## src/hw/rtl/evst_ram.sv

```systemverilog
`timescale 1ns / 1ps

module evst_ram #(
    parameter int WIDTH = 8,
    parameter int DEPTH = 64
) (
    input  logic                     i_clk,
    input  logic                     i_we,
    input  logic [$clog2(DEPTH)-1:0] i_waddr,
    input  logic [WIDTH-1:0]         i_wdata,
    input  logic [$clog2(DEPTH)-1:0] i_raddr,
    output logic [WIDTH-1:0]         o_rdata
);

    logic [WIDTH-1:0] r_mem [DEPTH];
    logic [WIDTH-1:0] r_rdata;

    always_ff @(posedge i_clk) begin
        if (i_we) begin
            r_mem[i_waddr] <= i_wdata;
        end
        r_rdata <= r_mem[i_raddr];
    end

    assign o_rdata = r_rdata;

endmodule

```

## config.mk

```make
export PLATFORM = sky130hd
export DESIGN_NAME = evst_ram
export DESIGN_NICKNAME = d
export VERILOG_FILES = /design/src/hw/rtl/evst_ram.sv
export SDC_FILE = /design/constraint.sdc
export NUM_CORES = 1
export LEC_CHECK = 0
export BUFFER_PORTS_ARGS = -buffer_cell sky130_fd_sc_hd__buf_2
export CELL_PAD_IN_SITES_DETAIL_PLACEMENT = 0
export CELL_PAD_IN_SITES_GLOBAL_PLACEMENT = 1
export CORE_MARGIN = 5
export CORE_UTILIZATION = 40
export DETAILED_ROUTE_END_ITERATION = 6
export PLACE_DENSITY_LB_ADDON = 0.1
export REMOVE_ABC_BUFFERS = 1
export SLEW_MARGIN = 20
export SYNTH_ARGS = -nofsm -noshare
export SYNTH_HDL_FRONTEND = slang
export SYNTH_SLANG_ARGS = --single-unit
```

## constraint.sdc

```tcl
create_clock -name i_clk -period 1.9 [get_ports i_clk]
set_input_delay 0.095 -clock i_clk [delete_from_list [all_inputs] [get_ports i_clk]]
set_output_delay 0.095 -clock i_clk [all_outputs]
set_load 0.01 [all_outputs]
```

# Yosys cells after proc, flatten, opt, wreduce, memory -nomap -nowiden
# Memory sizes are Yosys's and may differ from the RTL's. A register that Yosys moved wholly into a read port is not among the register bits.
# Cells that the tools add are included.
# Widths: inputs -> output; s select.
# op_classes
mux	2
# op_table
cell	count
$mux 1	2
# word_totals
ram_bits	512
reg_bits	0
word_cells	3
mem_count	1
input_bits	22
# memory_table
name	depth	width	read_ports	rd_clocked_by_memory_dff	write_ports	line_no	rtl
r_mem	64	8	1	1	1	15	logic [WIDTH-1:0] r_mem [DEPTH];

# Logic depth before layout (Yosys ltp)
# logic_depth
ltp_word	2
mapped_depth	9

# Worst setup path after synthesis
# Ideal clock, no wire load.
# synth_timing
path_kind	input to register
startpoint	input i_raddr[1]
endpoint	register r_rdata[3], in the netlist o_rdata[3], read port of r_mem
n_path_buf	3
setup_slack_ns	0.137
stages	7
t_arrival_ns	1.635
cell_sequence	buf_4 -> buf_2 -> buf_2 -> mux4_2 -> mux4_2 -> o21ai_1 -> o41ai_1
# synth_rtl
element	line_no	rtl
start: declaration	11	input logic [$clog2(DEPTH)-1:0] i_raddr,
end: declaration	16	logic [WIDTH-1:0] r_rdata;

==> flow_summary_export.csv <==
group,metric,value,unit
status,status,"finished, violations left",
status,violations,"negative setup slack",
synthesis,synth_top_area_cell,"edfxtp_1",
timing,worst_pin_slew,699.3,ps
worst_setup_path,setup.worst_path.class,"register to register",
clock_tree,root_buffer,"clkbuf_16",
floorplan,core_area,49970,µm²
min_path,hold_start,"i_raddr[5]",
run,cap_violations,0,
routing,drc,0,
place,gp_congestion,0.7703,
power_and_ir_drop,internal-power,20.43,mW
power_and_ir_drop,pwr-share-clk,0.447,
timing,period_minus_slack,1984,ps
grt,antenna_found_initial,0,
worst_setup_path,r2r_cells,6,
worst_setup_path,rrSetupSlack,-80,ps
power_and_ir_drop,total_power,25.63,mW
power_and_ir_drop,share_seq_of_total_power,0.497,
worst_setup_path,worstPathRequired,2370,ps
timing,layout_setup_ws,-83.72,ps
timing,holdWs,51.27,ps
synthesis,yosysWarnings,0,
power_and_ir_drop,powerDensity,1048,nW/µm²
min_path,worstHoldEndpoint,"o_rdata[4]",
timing,grt_setup_unrepaired,"yes",
synthesis,synth_flop_cell,"edfxtp_1",
timing,hold_violations,0,
grt,grt_pass1_vias,10440,
cells_and_area,final_nets,1175,
power_and_ir_drop,comb_power_share,0.056,
min_path,worstHoldPathType,"input pin to register",
clock_tree,tritoncts,"yes",
synthesis,synth_seq_cells,520,
place,port_buffers,29,
power_and_ir_drop,power.net_switching,5.194,mW
cells_and_area,utilization,0.4896,
grt,use_met1,0.2676,
grt,grt-busiest-layer,"met2",
routing,wl_per_cell,26.93,µm
cells_and_area,fillers,4134,
grt,met2_usage,0.2983,
clock_tree,clkTransAtPathRegs,60,ps
worst_setup_path,critPathLaunchType,"register",
power_and_ir_drop,swShare,0.2027,
grt,grtUsageMet3,0.03980,
worst_setup_path,rr_startpoint,"r_mem[29][4]",
routing,vias,9957,
routing,routed_wl,50350,µm
power_and_ir_drop,peakVddDrop,0.6353,mV
grt,grt_first_pass_wirelength,73500,µm
synthesis,synth_edf_count,512,
floorplan,rows,82,
synthesis,ys_top_cells_by_count,"edfxtp_1 (512), mux4_2 (126), nor2_1 (83), mux2i_1 (23), nand2_1 (19)",
timing,slew_headroom,0.5338,
power_and_ir_drop,p_leak,8.025,nW
clock_tree,cts_buffers,55,
synthesis,postSynthCellCount,940,
cells_and_area,drive_above_1_share,0.3589,
synthesis,synth_top_area_frac,0.7624,
synthesis,syn_avg_cell_area,21.45,µm²
clock_tree,cts_sinks,520,
synthesis,async_reset_ff_frac,0,
worst_setup_path,cp.arrival,2450,ps
worst_setup_path,r2r_end,"o_rdata[4]",
clock_tree,clock_tree.buffer_depth,3,
worst_setup_path,cp-end-kind,"register",
routing,firstDrtPassIters,5,
routing,viasPerCell,5.325,
routing,antenna_left,0,
grt,grt.total_usage,0.1864,
synthesis,synthesis.area,20170,µm²
worst_setup_path,crit_fanout,1,
timing,fmaxAchievable,0.5041,GHz
synthesis,synth_seq_area_share,0.7703,
timing,finalSetupViolations,1,
floorplan,fp.dieW,234.5,µm
floorplan,io_pins,30,
grt,grt_max_degree,65,
floorplan,start_util,0.4036,
place,dp_hpwl,33020,µm
synthesis,yosysMostFrequentCell,"edfxtp_1",
grt,grt-ovfl-total,0,
timing,period_share,1.044,
routing,drt-initial-drc-count,806,
synthesis,ys_top_cells_by_area,"edfxtp_1 (76%), mux4_2 (14%), nor2_1 (1.5%)",
clock_tree,postCtsSetupBuffers,0,
min_path,hold-path-cell-count,2,
floorplan,die_h,234.5,µm
clock_tree,ctsHtreeMaxLevel,2,
timing,skew,14.51,ps
floorplan,die_area,55010,µm²
timing,final.setup.tns,-83.72,ps
timing,drv_slew,0,
clock_tree,clock_latency,600,ps
cells_and_area,antenna_cells,0,
synthesis,synth.distinct_cells,40,
cells_and_area,area_growth,21.30,%
## worst max-delay path by stage
stage | start | endpoint | slack, ps | cells after the start
floorplan | r_mem[29][4] | o_rdata[4] | 220 | 5
global placement | i_raddr[0] | o_rdata[4] | -520 | 9
detailed placement | i_raddr[0] | o_rdata[4] | -510 | 9
CTS | r_mem[29][4] | o_rdata[4] | -80 | 6
global route | r_mem[29][4] | o_rdata[4] | -130 | 6
finish | r_mem[29][4] | o_rdata[4] | -80 | 6
## routing by layer
| metal | part of all wire | routed length [µm] |
|---|---|---|
| met5 | 0 | 0 |
| met4 | 0.018 | 886 |
| met3 | 0.049 | 2478 |
| met2 | 0.48 | 24220 |
| met1 | 0.45 | 22770 |
## sequential cells by signal, summed over array words and instances, names as in the netlist
register and flops:
r_mem 512, o_rdata 8
## cell type report
| class | instances | area (µm²) | share of cell area |
|---|---|---|---|
| clock buffer | 75 | 1534 | 0.06271 |
| clock inverter | 27 | 407.9 | 0.01667 |
| multi-input combinational | 369 | 4403 | 0.1800 |
| sequential | 520 | 15530 | 0.6351 |
| tap | 672 | 840.8 | 0.03437 |
| timing repair buffer | 207 | 1742 | 0.07120 |
## layout by cell type, fill, tap and decap left out, drive strengths merged, types with 3 or more instances in the layout
| cell | n |
|---|---|
| o2111ai | 3 |
| mux2i | 23 |
| nand2b | 7 |
| a211oi | 4 |
| a22oi | 3 |
| o221ai | 8 |
| clkinv | 14 |
| bufinv | 11 |
| o21ai | 4 |
| mux4 | 126 |
| dlygate4sd3 | 7 |
| mux2 | 13 |
| a21oi | 3 |
| buf | 199 |
| nor3 | 7 |
| nor2b | 14 |
| edfxtp | 512 |
| nand3 | 13 |
| dfxtp | 8 |
| nand2 | 19 |
| nor2 | 83 |
| o22ai | 8 |
| clkbuf | 76 |
| a221oi | 6 |
| nand3b | 3 |
| o2bb2ai | 3 |
## metrics by stage
stage               setup WS (ps)  instance area (µm²)  std cells
floorplan                   216.4                19850        889
global placement           -517.7                22370       1762
detailed placement         -510.0                22370       1762
CTS                        -83.74                24430       1870
global route               -134.0                24460       1870
finish                     -83.72                24460       1870
## power by group through the flow
| stage | sequential (mW) | clock, mW | combinational, mW |
|---|---|---|---|
| 2_1_floorplan | 13.0 | 0 | 0.492 |
| 3_3_place_gp | 13.0 | 0 | 1.41 |
| 3_5_place_dp | 13.0 | 0 | 1.42 |
| 4_1_cts | 12.7 | 11.8 | 1.45 |
| 5_1_grt | 12.7 | 12.2 | 1.53 |
| 6_report | 12.7 | 11.5 | 1.43 |
## worst max-delay path: stages, from the launching register on
cell and delay (ps):
edfxtp_1 380, mux4_2 490, mux2_4 300, o221a_4 280, nor3_4 200, buf_6 140
o32ai_2 70
## logic make-up after synthesis
family,share of synthesized area
and+or+nand+nor,0.03387
AOI/OAI and AO/OA,0.02072
muxes,0.1594
buffers and inverters,0.01570
DFF,0.7703
## repair_timing
item / CTS / global route
pin swaps: 2 / 0
resized for setup: 10 / 5
hold buffers: 7 / 0
endpoints found under the setup margin: 3 / 4
hold endpoints to repair: 70 / 0
Note: power is estimated with default switching activity, not from simulation.
