===== src/hw/rtl/evst_pkg.sv =====
`timescale 1ns / 1ps

package evst_pkg;

    localparam int EVST_SLOTS = 64;

    localparam int IDX_W    = 6;
    localparam int SAMPLE_W = 32;
    localparam int AVG_W    = 40;
    localparam int ALPHA_W  = 17;
    localparam int CFG_W    = 17;

    localparam logic [ALPHA_W-1:0] ALPHA_RESET = 17'd6554;

    localparam logic [0:0] CFG_ALPHA  = 1'b0;
    localparam logic [0:0] CFG_PRIMED = 1'b1;

    typedef struct packed {
        logic [IDX_W-1:0]    event_index;
        logic [SAMPLE_W-1:0] cycle_count;
    } t_evst_req;

    typedef struct packed {
        logic [AVG_W-1:0]    average_q8;
        logic [SAMPLE_W-1:0] smallest_seen;
        logic [SAMPLE_W-1:0] largest_seen;
    } t_evst_stats;

    typedef struct packed {
        logic [IDX_W-1:0]    slot_index;
        logic [AVG_W-1:0]    average_q8;
        logic [SAMPLE_W-1:0] smallest_seen;
        logic [SAMPLE_W-1:0] largest_seen;
    } t_evst_rsp;

endpackage


===== src/hw/rtl/evst_upd.sv =====
`timescale 1ns / 1ps

module evst_upd import evst_pkg::*; (
    input  logic                i_primed,
    input  logic [ALPHA_W-1:0]  i_alpha,
    input  logic [SAMPLE_W-1:0] i_sample,
    input  t_evst_stats         i_old,
    output t_evst_stats         o_new
);

    localparam logic [ALPHA_W-1:0] ONE_Q16 = 17'd65536;

    logic [ALPHA_W-1:0]         alpha_sat;
    logic [AVG_W-1:0]           sample_q8;
    logic signed [AVG_W:0]      diff;
    logic signed [AVG_W+18:0]   prod;
    logic signed [AVG_W+18:0]   step;
    logic [AVG_W-1:0]           avg_next;

    // avg + a * (sample - avg) / 2^16, floored, equals the weighted form
    always_comb begin
        alpha_sat = (i_alpha > ONE_Q16) ? ONE_Q16 : i_alpha;
        sample_q8 = {i_sample, 8'd0};
        diff      = $signed({1'b0, sample_q8}) - $signed({1'b0, i_old.average_q8});
        prod      = diff * $signed({1'b0, alpha_sat});
        step      = prod >>> 16;
        avg_next  = i_old.average_q8 + step[AVG_W-1:0];
    end

    always_comb begin
        if (!i_primed) begin
            o_new.average_q8    = sample_q8;
            o_new.smallest_seen = i_sample;
            o_new.largest_seen  = i_sample;
        end else begin
            o_new.average_q8    = avg_next;
            o_new.smallest_seen = (i_sample < i_old.smallest_seen) ? i_sample
                                                                   : i_old.smallest_seen;
            o_new.largest_seen  = (i_sample > i_old.largest_seen) ? i_sample
                                                                  : i_old.largest_seen;
        end
    end

endmodule

===== config.mk =====
export PLATFORM = sky130hd
export DESIGN_NAME = evst_upd
export DESIGN_NICKNAME = d
export VERILOG_FILES = /design/src/hw/rtl/evst_pkg.sv /design/src/hw/rtl/evst_upd.sv
export SDC_FILE = /design/constraint.sdc
export NUM_CORES = 2
export LEC_CHECK = 0
export CAP_MARGIN = 5
export CORE_UTILIZATION = 32
export DETAILED_ROUTE_END_ITERATION = 7
export DONT_BUFFER_PORTS = 1
export PLACE_DENSITY_LB_ADDON = 0.12
export SYNTH_ARGS = -nofsm -noshare
export SYNTH_HDL_FRONTEND = slang
export SYNTH_SLANG_ARGS = --single-unit

===== constraint.sdc =====
create_clock -name vclk -period 10.99
set_input_delay 0.5495 -clock vclk [all_inputs]
set_output_delay 0.5495 -clock vclk [all_outputs]
set_load 0.01 [all_outputs]

Yosys cells after proc, flatten, opt, wreduce, memory -nomap -nowiden
Index checks and enable logic that the tools add are counted.

Register bits: 0.

Multiply operators: 1. Order comparisons: 3. Mux-type cells: 4. Add/subtract/negate cells: 2.

Operators with widths (number): 104-bit two-way mux (1); 32-bit two-way mux (2); 41-bit by 18-bit multiplier with 56-bit output (1); 40-bit by 40-bit subtractor with 41-bit output (1); 40-bit adder (1); 32-bit > comparator (1); 32-bit < comparator (1); 17-bit > comparator (second input constant) (1); 17-bit two-way mux (1).

Longest topological paths before layout
Depth after elaboration: 5. Gate-level depth with buffers: 47.

Worst setup path before layout
Ideal clock, no wire load.

Path kind: input -> output. From: in i_old[64] (netlist bit). To: out o_new[103] (netlist bit). Arrival time: 10.500 ns. Required time: 10.441 ns. Cell stages on the path: 46. Path buffers: 3. Path slack: -0.059 ns. Cells stage by stage: inv_1 -> clkbuf_1 -> ha_1 -> nor2b_1 -> a31oi_2 -> a211oi_1 -> o21a_1 -> o21ai_0 -> nand2b_1 -> a21o_1 -> a21oi_1 -> xor2_1 -> clkbuf_1 -> nor2_1 -> fa_1 -> inv_1 -> fa_1 -> fa_1 -> [... 10 more ...] -> nand3_1 -> and2_1 -> o21ai_0 -> nand2b_1 -> a221oi_1 -> xnor2_1 -> ha_1 -> and3_1 -> clkbuf_1 -> a311oi_1 -> a31oi_1 -> nand4bb_1 -> a31oi_1 -> o31ai_1 -> o21ai_0 -> xnor2_1 -> xnor3_1 -> mux2_2.

RTL lines: from (decl) (RTL line evst_upd.sv:7) `input t_evst_stats i_old,`; to (decl) (RTL line evst_upd.sv:8) `output t_evst_stats o_new`.

==> results.toml <==
[outcome]
outcome = "finished clean"

[sta]
fin_crit_sh_pct = 99.3
tightest_slew_ps = 1060
fmax_mhz = 91.6
slew_viol_final = 0
tns_ps = 0
fin_ws_ps = 75.5
hold_viol_final = 0
setup_viol_count_final = 0
period_needed_ps = 10910
fin_hold_ws_ps = 1230
rsz0062_at_grt = "true"
slew_headroom_pct = 28.9

[global_route]
grt-ovfl-total = 0
grt_pass1_wl_um = 161000
grtUsageTotal_pct = 22.4
antenna_found_initial = 0
grt_pass1_vias = 26779
grt_max_degree = 53

[die]
fp-row-count = 110
die_h_um = 305
pin_count = 258
die_w_um = 305
start_util_pct = 32.4
die-area_um2 = 92700
core_um2 = 90300

[critical_path]
crit_type = "in -> out"
cp_top_family = "adder cells"
path_depth = 48
cp_slowest_cell = "fa_1"
cp_num_buf_inv = 11
arrival_ps = 10360
crit_required_ps = 10440
cp_common_cell = "fa_1"
crit_fanout = 4
worstSetupStartpointType = "input port"
cpPeakStageDelay_ps = 540
cp-end-kind = "output pin"

[run]
drv_cap = 0

[min_path]
holdPathStages = 1
hold_path.class = "in -> out"

[placement]
gp_congestion = 0.878
io_buffer_count = 0
dpl.hpwl_um = 90400
dp_cells = 5146
post-place-ws_ps = -776

[cells_and_area]
nClkBuffers = 0
regArea_um2 = 0
final_nets = 5061
syn_to_final_growth_pct = 21.9
instances_no_fill = 5179
fillers = 9508
seq_cells = 0
layout-drive-gt1-share_pct = 20.5

[drt]
wl_per_cell_um = 19.7
drt_pass1_iterations = 5
drtIter0Drc = 1283
totalWireLength_um = 102000
drtAntennaViolNets = 0
via_per_inst = 4.77
route.vias.total = 24689
drc_errors = 0

[logic_synthesis]
synth.cell_area_um2 = 29300
yosysWarnings = 0
synth_largest_type_area_fraction_pct = 43.4
yosysSeqAreaShare_pct = 0
postSynthCellCount = 3580
syn-num-nets = 4637
syn_avg_cell_area_um2 = 8.18
yosys.area.top_type = "fa_1"
yosys-top-cells-area = "fa_1, inv_1, ha_1"
synth.distinct_cells = 75
-- metal layers --
metal	routed length [µm]	track usage, %
met3	3810	1.59
met2	50400	39.6
met1	46300	30.7
met4	1510	2.80
met5	0	0
-- final cells by class --
cell class / count / area (µm²) / share of cell area, %
Antenna cell: 1 / 2.50 / 0.00701
Inverter: 923 / 3470 / 9.73
Multi-Input combinational cell: 2518 / 26400 / 73.9
Tap cell: 1176 / 1470 / 4.12
Timing Repair Buffer: 561 / 4390 / 12.3
-- cells in the final DEF (no fill, tap or decap), types with 8 or more instances in the layout --
cell type / instances
nor3_1: 28
xnor2_1: 74
nand2b_1: 39
mux2_2: 78
fa_1: 627
o21ai_0: 32
nand3_1: 22
inv_1: 916
o21ai_1: 14
nor2b_1: 19
o21bai_1: 17
buf_4: 536
nor2_2: 11
ha_4: 16
ha_1: 249
and3_1: 30
o21a_1: 15
nand4_1: 22
nor2_1: 409
buf_12: 9
xor2_1: 43
a311o_1: 13
a31oi_1: 22
and2_1: 44
mux2i_1: 11
nand2_1: 316
xnor2_2: 11
buf_6: 15
a21o_1: 76
fa_2: 8
a21oi_1: 73
a21oi_2: 26
a211oi_1: 11
-- cell usage after synthesis, types with 5 or more instances --
| cell | number |
|---|---|
| o211ai_1 | 5 |
| and3_1 | 33 |
| nand2_1 | 322 |
| o21ai_0 | 53 |
| a21o_1 | 76 |
| a211oi_1 | 16 |
| and2_1 | 46 |
| or2_2 | 6 |
| or3_1 | 7 |
| buf_2 | 8 |
| clkbuf_1 | 127 |
| mux2i_1 | 11 |
| nand3_1 | 25 |
| nand4_1 | 22 |
| nor4_1 | 5 |
| fa_1 | 635 |
| xor2_1 | 49 |
| nand2b_1 | 40 |
| mux2_2 | 80 |
| nor2b_1 | 26 |
| nor3_1 | 31 |
| a311oi_1 | 5 |
| a221oi_1 | 6 |
| a21oi_1 | 105 |
| o21a_1 | 16 |
| o21bai_1 | 17 |
| a31oi_1 | 26 |
| nor2_1 | 422 |
| xnor2_1 | 86 |
| a311o_1 | 13 |
| ha_1 | 268 |
| inv_1 | 923 |
-- final timing paths --
check / from / end / slack (ps)
min: i_primed / o_new[100] / 1230
max: i_old[72] / o_new[103] / 80
-- metrics by stage --
step           utilization (%)  instance area, µm²
2_1_floorplan                -               29300
3_5_place_dp              38.0               34300
5_1_grt                   39.5               35700
6_report                  39.5               35700
4_1_cts                   38.8               35000
3_3_place_gp              38.0               34300
-- timing repair --
action	4_1_cts	5_1_grt
hold buffers	0	0
pin swaps	49	77
setup endpoints to repair	18	23
endpoints found under the hold margin	0	0
setup buffers	15	17
resized for setup	103	134
-- cell families (layout without fill, tap and decap cells) --
group	count (synthesis)	in the layout	share of synthesized area, %
other	0	1	0
muxes	91	91	3.45
and+or+nand+nor	1007	1007	15.1
adders and majority gates	903	903	54.9
xor gates and xnor gates	136	136	4.11
AOI/OAI and AO/OA	381	381	8.82
buffers and inverters	1062	1484	13.6
Power is left out: the tool's default activity adds up to more than one toggle a clock period on the data nets, which glitch-free logic cannot reach.
